File: src/prq_pkg.sv
package prq_pkg;

  // Widest level and task codes over the legal parameter range
  localparam int LVL_MAX_W  = 6;
  localparam int TASK_MAX_W = 8;

  // Command queue between front and back
  localparam int CMD_QUEUE_DEPTH = 2;

  // Item kinds
  localparam logic KIND_ENQUEUE = 1'b0;
  localparam logic KIND_DEQUEUE = 1'b1;

  // One classified command, as the front hands it to the back
  typedef struct packed {
    logic                  kind;
    logic [LVL_MAX_W-1:0]  lvl;
    logic [TASK_MAX_W-1:0] task_id;
  } prq_cmd_t;

  // Back-end sequencer states
  typedef enum logic [1:0] {
    ST_IDLE,
    ST_LOOK,
    ST_LINK,
    ST_RESP
  } prq_state_t;

endpackage

File: src/priority_ready_queue_bitmap.sv
// Multilevel ready queue with a bitmap of non-empty priority levels.
// Input channel (in_*): one beat is one command. in_tuser is the kind
// (0 enqueue the task, 1 dequeue the head of the level). The level is the
// inherited priority when inherit_active is set, else the base priority.
// Output channel (out_*): one beat per command with the dequeued task, an
// empty flag for a dequeue that found its level empty, and the bitmap of
// non-empty levels after the command.
// An accepted beat passes through the command queue, the back-end sequencer
// (IDLE, LOOK, LINK only for a dequeue that must follow the next link, RESP)
// and the output register. The back end takes a new command only in IDLE,
// after the last one has left RESP. Its steps are head/tail read, list update
// and result load, plus a head write for a dequeue that follows the link.
// A two-beat command queue sits between the front and the back end, so
// in_tready stays high until two commands wait, also while the back end works.
// Reset clears the bitmap, the queue and the output valid; the list stores
// keep old contents, which are only used for levels whose bit is set.
// If the receiver stalls, the result holds in the output register, the
// back end waits and the queue fills; then in_tready drops.
module priority_ready_queue_bitmap
  import prq_pkg::*;
#(
  parameter int NUM_LEVELS = 32,
  parameter int MAX_TASKS  = 64
) (
  input  logic        clk,
  input  logic        rst_n,
  input  logic        in_tvalid,
  output logic        in_tready,
  input  logic [23:0] in_tdata,  // base_priority[4:0], inherit_active[5],
                                 // inherited_priority[10:6], task_number[16:11]
  input  logic        in_tuser,  // kind[0]
  output logic        out_tvalid,
  input  logic        out_tready,
  output logic [39:0] out_tdata  // dequeued_task[5:0], level_was_empty[6],
                                 // ready_levels[38:7]
);

  logic        q_valid;
  logic        q_pop;
  prq_cmd_t    q_cmd;
  logic [5:0]  dq_task;
  logic        dq_empty;
  logic [31:0] ready_levels;

  prq_front #(
    .NUM_LEVELS (NUM_LEVELS),
    .MAX_TASKS  (MAX_TASKS)
  ) u_front (
    .clk                   (clk),
    .rst_n                 (rst_n),
    .in_tvalid             (in_tvalid),
    .in_tready             (in_tready),
    .in_kind               (in_tuser),
    .in_base_priority      (in_tdata[4:0]),
    .in_inherit_active     (in_tdata[5]),
    .in_inherited_priority (in_tdata[10:6]),
    .in_task_number        (in_tdata[16:11]),
    .q_valid               (q_valid),
    .q_pop                 (q_pop),
    .q_cmd                 (q_cmd)
  );

  prq_back #(
    .NUM_LEVELS (NUM_LEVELS),
    .MAX_TASKS  (MAX_TASKS)
  ) u_back (
    .clk                 (clk),
    .rst_n               (rst_n),
    .q_valid             (q_valid),
    .q_pop               (q_pop),
    .q_cmd               (q_cmd),
    .out_tvalid          (out_tvalid),
    .out_tready          (out_tready),
    .out_dequeued_task   (dq_task),
    .out_level_was_empty (dq_empty),
    .out_ready_levels    (ready_levels)
  );

  // Pack the result beat
  assign out_tdata = {1'b0, ready_levels, dq_empty, dq_task};

endmodule

File: src/prq_front.sv
module prq_front
  import prq_pkg::*;
#(
  parameter int NUM_LEVELS = 32,
  parameter int MAX_TASKS  = 64
) (
  input  logic        clk,
  input  logic        rst_n,
  input  logic        in_tvalid,
  output logic        in_tready,
  input  logic        in_kind,
  input  logic [4:0]  in_base_priority,
  input  logic        in_inherit_active,
  input  logic [4:0]  in_inherited_priority,
  input  logic [5:0]  in_task_number,
  output logic        q_valid,
  input  logic        q_pop,
  output prq_cmd_t    q_cmd
);

  localparam int LW = (NUM_LEVELS > 1) ? $clog2(NUM_LEVELS) : 1;
  localparam int TW = (MAX_TASKS > 1) ? $clog2(MAX_TASKS) : 1;
  localparam int PW = $clog2(CMD_QUEUE_DEPTH);
  localparam int CW = $clog2(CMD_QUEUE_DEPTH + 1);

  typedef logic [31:0][LW-1:0] lvl_tab_t;
  typedef logic [63:0][TW-1:0] task_tab_t;

  // Wrap tables, built at elaboration
  function automatic lvl_tab_t build_lvl_tab();
    lvl_tab_t t;
    for (int i = 0; i < 32; i++) begin
      t[i] = LW'(i % NUM_LEVELS);
    end
    return t;
  endfunction

  function automatic task_tab_t build_task_tab();
    task_tab_t t;
    for (int i = 0; i < 64; i++) begin
      t[i] = TW'(i % MAX_TASKS);
    end
    return t;
  endfunction

  localparam lvl_tab_t  LVL_TAB  = build_lvl_tab();
  localparam task_tab_t TASK_TAB = build_task_tab();

  prq_cmd_t          fifo_r [CMD_QUEUE_DEPTH];
  logic [PW-1:0]     wr_ptr_r;
  logic [PW-1:0]     rd_ptr_r;
  logic [CW-1:0]     count_r;
  logic [4:0]        prio_sel;
  prq_cmd_t          cmd_in;
  logic              push;
  logic              pop;

  // Classify: pick the effective level and wrap level and task
  always_comb begin
    prio_sel       = in_inherit_active ? in_inherited_priority : in_base_priority;
    cmd_in.kind    = in_kind;
    cmd_in.lvl     = LVL_MAX_W'(LVL_TAB[prio_sel]);
    cmd_in.task_id = TASK_MAX_W'(TASK_TAB[in_task_number]);
  end

  assign in_tready = (count_r != CW'(CMD_QUEUE_DEPTH));
  assign push      = in_tvalid && in_tready;
  assign q_valid   = (count_r != '0);
  assign pop       = q_pop && q_valid;
  assign q_cmd     = fifo_r[rd_ptr_r];

  // Queue storage
  always_ff @(posedge clk) begin
    if (push) begin
      fifo_r[wr_ptr_r] <= cmd_in;
    end
  end

  // Queue pointers and fill count
  always_ff @(posedge clk) begin
    if (!rst_n) begin
      wr_ptr_r <= '0;
      rd_ptr_r <= '0;
      count_r  <= '0;
    end else begin
      if (push) wr_ptr_r <= wr_ptr_r + PW'(1);
      if (pop)  rd_ptr_r <= rd_ptr_r + PW'(1);
      case ({push, pop})
        2'b10:   count_r <= count_r + CW'(1);
        2'b01:   count_r <= count_r - CW'(1);
        default: count_r <= count_r;
      endcase
    end
  end

endmodule

File: src/prq_back.sv
module prq_back
  import prq_pkg::*;
#(
  parameter int NUM_LEVELS = 32,
  parameter int MAX_TASKS  = 64
) (
  input  logic        clk,
  input  logic        rst_n,
  input  logic        q_valid,
  output logic        q_pop,
  input  prq_cmd_t    q_cmd,
  output logic        out_tvalid,
  input  logic        out_tready,
  output logic [5:0]  out_dequeued_task,
  output logic        out_level_was_empty,
  output logic [31:0] out_ready_levels
);

  localparam int LW = (NUM_LEVELS > 1) ? $clog2(NUM_LEVELS) : 1;
  localparam int TW = (MAX_TASKS > 1) ? $clog2(MAX_TASKS) : 1;

  // Linked-list stores
  logic [TW-1:0] head_mem [NUM_LEVELS];
  logic [TW-1:0] tail_mem [NUM_LEVELS];
  logic [TW-1:0] link_mem [MAX_TASKS];

  prq_state_t            state_r, state_nxt;
  logic                  kind_r;
  logic [LW-1:0]         lvl_r;
  logic [TW-1:0]         task_r;
  logic [TW-1:0]         head_rd_r;
  logic [TW-1:0]         tail_rd_r;
  logic [TW-1:0]         link_rd_r;
  logic [NUM_LEVELS-1:0] bitmap_r, bitmap_nxt;
  logic [TW-1:0]         res_task_r, res_task_nxt;
  logic                  res_empty_r, res_empty_nxt;
  logic                  out_valid_r;
  logic [5:0]            out_task_r;
  logic                  out_empty_r;
  logic [31:0]           out_levels_r;

  logic                  hit;
  logic                  head_we, tail_we, link_we, link_re;
  logic [TW-1:0]         head_wd;
  logic                  out_load;
  logic [TASK_MAX_W-1:0] res_task_ext;
  logic [63:0]           bitmap_ext;

  assign hit      = bitmap_r[lvl_r];
  assign q_pop    = (state_r == ST_IDLE) && q_valid;
  assign out_load = (state_r == ST_RESP) && (!out_valid_r || out_tready);

  // Next state
  always_comb begin
    state_nxt = state_r;
    case (state_r)
      ST_IDLE: begin
        if (q_valid) state_nxt = ST_LOOK;
      end
      ST_LOOK: begin
        if (kind_r == KIND_DEQUEUE && hit && head_rd_r != tail_rd_r) begin
          state_nxt = ST_LINK;
        end else begin
          state_nxt = ST_RESP;
        end
      end
      ST_LINK: begin
        state_nxt = ST_RESP;
      end
      ST_RESP: begin
        if (out_load) state_nxt = ST_IDLE;
      end
      default: state_nxt = ST_IDLE;
    endcase
  end

  // Store writes, bitmap update and result for each state
  always_comb begin
    head_we       = 1'b0;
    tail_we       = 1'b0;
    link_we       = 1'b0;
    link_re       = 1'b0;
    head_wd       = task_r;
    bitmap_nxt    = bitmap_r;
    res_task_nxt  = res_task_r;
    res_empty_nxt = res_empty_r;
    case (state_r)
      ST_LOOK: begin
        if (kind_r == KIND_ENQUEUE) begin
          res_task_nxt  = '0;
          res_empty_nxt = 1'b0;
          tail_we       = 1'b1;
          if (!hit) begin
            head_we           = 1'b1;
            bitmap_nxt[lvl_r] = 1'b1;
          end else begin
            link_we = 1'b1;
          end
        end else if (!hit) begin
          res_task_nxt  = '0;
          res_empty_nxt = 1'b1;
        end else begin
          res_task_nxt  = head_rd_r;
          res_empty_nxt = 1'b0;
          if (head_rd_r == tail_rd_r) begin
            bitmap_nxt[lvl_r] = 1'b0;
          end else begin
            link_re = 1'b1;
          end
        end
      end
      ST_LINK: begin
        // advance the head to the successor of the removed task
        head_we = 1'b1;
        head_wd = link_rd_r;
      end
      default: begin
      end
    endcase
  end

  // Head and tail stores: read on command pop, write at the level in flight
  always_ff @(posedge clk) begin
    if (q_pop) begin
      head_rd_r <= head_mem[q_cmd.lvl[LW-1:0]];
      tail_rd_r <= tail_mem[q_cmd.lvl[LW-1:0]];
    end
    if (head_we) head_mem[lvl_r] <= head_wd;
    if (tail_we) tail_mem[lvl_r] <= task_r;
  end

  // Next-link store: written behind the old tail, read at the head
  always_ff @(posedge clk) begin
    if (link_re) link_rd_r <= link_mem[head_rd_r];
    if (link_we) link_mem[tail_rd_r] <= task_r;
  end

  // Command in flight and result payload
  always_ff @(posedge clk) begin
    if (q_pop) begin
      kind_r <= q_cmd.kind;
      lvl_r  <= q_cmd.lvl[LW-1:0];
      task_r <= q_cmd.task_id[TW-1:0];
    end
    res_task_r  <= res_task_nxt;
    res_empty_r <= res_empty_nxt;
  end

  assign res_task_ext = TASK_MAX_W'(res_task_r);
  assign bitmap_ext   = 64'(bitmap_r);

  // Output register payload
  always_ff @(posedge clk) begin
    if (out_load) begin
      out_task_r   <= res_task_ext[5:0];
      out_empty_r  <= res_empty_r;
      out_levels_r <= bitmap_ext[31:0];
    end
  end

  // Control state
  always_ff @(posedge clk) begin
    if (!rst_n) begin
      state_r     <= ST_IDLE;
      bitmap_r    <= '0;
      out_valid_r <= 1'b0;
    end else begin
      state_r  <= state_nxt;
      bitmap_r <= bitmap_nxt;
      if (out_load) begin
        out_valid_r <= 1'b1;
      end else if (out_tready) begin
        out_valid_r <= 1'b0;
      end
    end
  end

  assign out_tvalid          = out_valid_r;
  assign out_dequeued_task   = out_task_r;
  assign out_level_was_empty = out_empty_r;
  assign out_ready_levels    = out_levels_r;

endmodule
File: config.mk
export PLATFORM = sky130hd
export DESIGN_NAME = priority_ready_queue_bitmap
export DESIGN_NICKNAME = d
export VERILOG_FILES = /design/src/prq_pkg.sv /design/src/priority_ready_queue_bitmap.sv /design/src/prq_front.sv /design/src/prq_back.sv
export SDC_FILE = /design/constraint.sdc
export NUM_CORES = 1
export LEC_CHECK = 0
export ABC_AREA = 1
export BUFFER_PORTS_ARGS = -buffer_cell sky130_fd_sc_hd__buf_2
export CAP_MARGIN = 20
export CORE_UTILIZATION = 55
export DETAILED_ROUTE_END_ITERATION = 7
export PLACE_DENSITY = 0.72
export SLEW_MARGIN = 20
export SYNTH_ARGS = -nofsm -noshare
export SYNTH_HDL_FRONTEND = slang
export SYNTH_SLANG_ARGS = --single-unit
File: constraint.sdc
create_clock -name clk -period 3 [get_ports clk]
set_input_delay 0.15 -clock clk [delete_from_list [all_inputs] [get_ports clk]]
set_output_delay 0.15 -clock clk [all_outputs]
set_load 0.05 [all_outputs]
==> results.md <==
- Status: completed
- Layout cells sized above 1: 10.6%
- Fill count: 5317
- Via/cell ratio: 5.54
- Max Cap Viol: 0
- CTS tree: done
- Min-delay src: out_tready
- Drt drc: 0
- Avg Inst Size Synth: 10.6 um^2
- FF-to-FF Start: u_back.lvl_r[0]$_DFFE_PP_
- # clock sinks: 908
- Leading area contributor after synthesis: edfxtp_1
- Placed cell count: 4560
- Setup TNS: 0 ps
- Cells after synthesis: 3637
- Crit path max fanout: 8
- ANT cells: 0
- Worst setup endpoint: u_back.link_mem[48][1]$_DFFE_PP_
- Least-Margin Pin Slew: 1150 ps
- Root Buffer: clkbuf_16
- Post-DP Area: 40400 um^2
- CP endpoint kind: flop
- WP buf/inv: 3
- Fin Clk Skew: 25.7 ps
- Core Util, Final: 63.5%
- Wire per inst: 19.7 um
- Chip Height: 267 um
- Setup violators final: 0
- Worst slack, placed: -132 ps
- RR Endpoint: u_back.link_mem[48][1]$_DFFE_PP_
- PortBufs: 62
- # IOs: 71
- Vias in the first global route: 25500
- DIE AREA: 71200 um^2
- Cells along the critical path: nand2_1, inv_1, nand2_1, nand2_1, nor2_1, o21ai_0, nor2_1, nand2_1, ha_1, nand2_1, inv_2, nand4_1, buf_4, nor2_2
- Fin crit share: 94.9%
- Hold crit path type: in -> reg
- Die width: 267 um
- Final hold violation count: 0
- CP arrival: 3130 ps
- HPWL Detailed: 56000 um
- Worst R2R Path Depth: 14
- Static Leakage: 17.0 nW
- Max H-tree Level: 3
- Max-slew violations: 0
- Relative slew slack: 23.2%
- Syn nets: 3675
- First-pass GRT wire length: 143000 um
- Max frequency: 351 MHz
- CP Depth: 14
- CP required: 3290 ps
- Grt ovf: 0
- Register area share after synthesis: 69.7%
- Peak supply drop: 0.000863 V
- RSZ-0062 raised after global routing: yes
- Clock-pin transition on the worst setup and hold timing paths: 60 ps
- Yosys cell types: 26
- Pre-Repair DR Iteration Count: 6
- Cell Area, Synth: 38500 um^2
- Setup crit start kind: flop
- Fin crit period: 2850 ps
- Nets@finish: 3777
- Post-CTS Setup Inserts: 0
- Worst path max stage delay: 500 ps
- FF+latch count, synth: 908
- Setup CP Type: reg -> reg
- Rows: 96
- Most common cell type on the critical path: nand2_1
- R2R Setup Slk: 150 ps
- Core Area: 68900 um^2
- Gpl congestion: 0.875
- Starting density of the core: 55.9%
- Area delta synth->final: 13.5%
- Register area: 26900 um^2
- Critical Path Start: u_back.lvl_r[0]$_DFFE_PP_
- Via Count: 26200
- Synth top area share: 67.6%
- Cell at the slowest stage of the critical path: edfxtp_1
- Clk buf depth: 3
- Initial antenna violation count: 0
- Final WL: 93200 um
- Fin area: 43800 um^2
- Area occupied by multi-input gates: 9530 um^2
- YS warnings: 0
- Worst-Skew Late Latency: 650 ps
- Family with the most delay on the worst path: simple AND/OR/NAND/NOR gates
- Final WS setup: 154 ps
- Largest net degree at the start of global routing: 98
- Pwr dens: 956 nW/um^2
- Antenna-violating nets left: 0
- DRT iter0 DRCs: 2724
- Clock buffer count from CTS: 88
- Post-Layout Cell Count: 4739
- Dominant cells by area after synthesis: edfxtp_1 (68%), nand2_1 (11%), nand3_1 (9.0%)
- Total GRT Usage: 26.6%
## flip-flops by register name, summed over array words and instances, names as in the netlist, named ones only
signal                      cells
u_back.res_task_r               6
u_back.head_mem               192
u_back.lvl_r                    5
u_back.out_dequeued_task        6
u_back.state_r                  2
u_front.fifo_r                 24
u_front.count_r                 2
u_back.out_level_was_empty      1
u_back.out_tvalid               1
u_back.link_mem               384
u_front.wr_ptr_r                1
u_back.link_rd_r                6
u_back.head_rd_r                6
u_back.kind_r                   1
u_back.task_r                   6
u_back.tail_rd_r                6
u_back.out_ready_levels        32
u_back.tail_mem               192
u_front.rd_ptr_r                1
u_back.res_empty_r              1
## power by group
| part | internal, mW | switching (mW) |
|---|---|---|
| Sequential | 15.9 | 0.348 |
| Combinational | 3.68 | 10.8 |
| Clock | 6.53 | 4.56 |
## logic make-up (layout without fill, tap and decap cells)
family	count (synthesis)	after routing	synth area share (%)
and+or+nand+nor	2019	2019	22.4
DFF	908	908	69.7
buffers and inverters	624	795	6.42
AOI/OAI and AO/OA	65	65	0.912
muxes	11	11	0.321
adders and majority gates	9	9	0.292
other	1	1	0.00973
## metal layers
| metal | GRT usage (%) | share of wire, % |
|---|---|---|
| met5 | 0 | 0 |
| met4 | 13.0 | 4.5 |
| met3 | 3.83 | 7.6 |
| met2 | 44.0 | 49 |
| met1 | 34.7 | 39 |
## metrics by stage
stage | total power, mW | hold slack (ps)
finish | 41.9 | 80.7
detailed placement | 30.6 | 350
global placement | 30.5 | 345
global route | 43.7 | 126
floorplan | 25.5 | 249
CTS | 41.7 | 46.7
## tightest hold or removal path: stages
cell     delay [ps]
buf_2            70
inv_1            60
nand2_1          90
o21ai_0         130
a21oi_1         160
## Yosys cell counts (all sizes together)
| master | n |
|---|---|
| ha | 9 |
| clkinv | 2 |
| nand2 | 1087 |
| inv | 430 |
| conb | 1 |
| dfxtp | 40 |
| nor3 | 1 |
| o21ai | 15 |
| mux2 | 11 |
| clkbuf | 86 |
| buf | 106 |
| nand4 | 44 |
| a21oi | 47 |
| nand3 | 697 |
| edfxtp | 868 |
| or2 | 3 |
| nand3b | 12 |
| nor2 | 175 |
| o21bai | 3 |
## cell usage in the layout, fill, tap and decap left out, types with 9 or more instances in the layout
master / count
buf_12: 20
clkbuf_16: 92
bufinv_16: 10
mux2_2: 11
a21oi_1: 46
buf_4: 100
nand3_1: 697
clkbuf_1: 18
ha_1: 9
dlygate4sd3_1: 20
nand4_1: 44
nor2_2: 48
clkinv_2: 12
nand3b_1: 12
buf_2: 62
clkinv_1: 20
o21ai_0: 9
nor2_4: 20
nor2_1: 107
nand2_1: 1084
edfxtp_1: 868
inv_1: 423
dfxtp_1: 40
## layout make-up
| cell class | instances | area share (%) |
|---|---|---|
| clock buffers | 113 | 5.51 |
| clock inverters | 46 | 1.11 |
| repair buffers | 204 | 3.85 |
| well taps | 931 | 2.66 |
| multi-input cells | 2105 | 21.8 |
| inverters | 432 | 3.71 |
| flip-flops and latches | 908 | 61.4 |
## worst min-delay path by stage
stage	endpoint	slack [ps]	depth (start not counted)
after floorplan	u_front.fifo_r[0][0]$_DFFE_PP_	250	0
after global placement	u_front.fifo_r[0][3]$_DFFE_PP_	340	1
after detailed placement	u_front.fifo_r[0][1]$_DFFE_PP_	350	1
after CTS	u_back.state_r[1]$_SDFFE_PN0P_	50	5
after global routing	u_back.state_r[1]$_SDFFE_PN0P_	130	5
final	u_back.state_r[1]$_SDFFE_PN0P_	80	5
## timing repair
| action | 4_1_cts | 5_1_grt |
|---|---|---|
| hold endpoints to repair | 31 | 0 |
| resized for setup | 50 | 36 |
| hold buffers | 20 | 0 |
| endpoints found under the setup margin | 366 | 393 |
No activity file was read; power rests on OpenSTA's default activity.
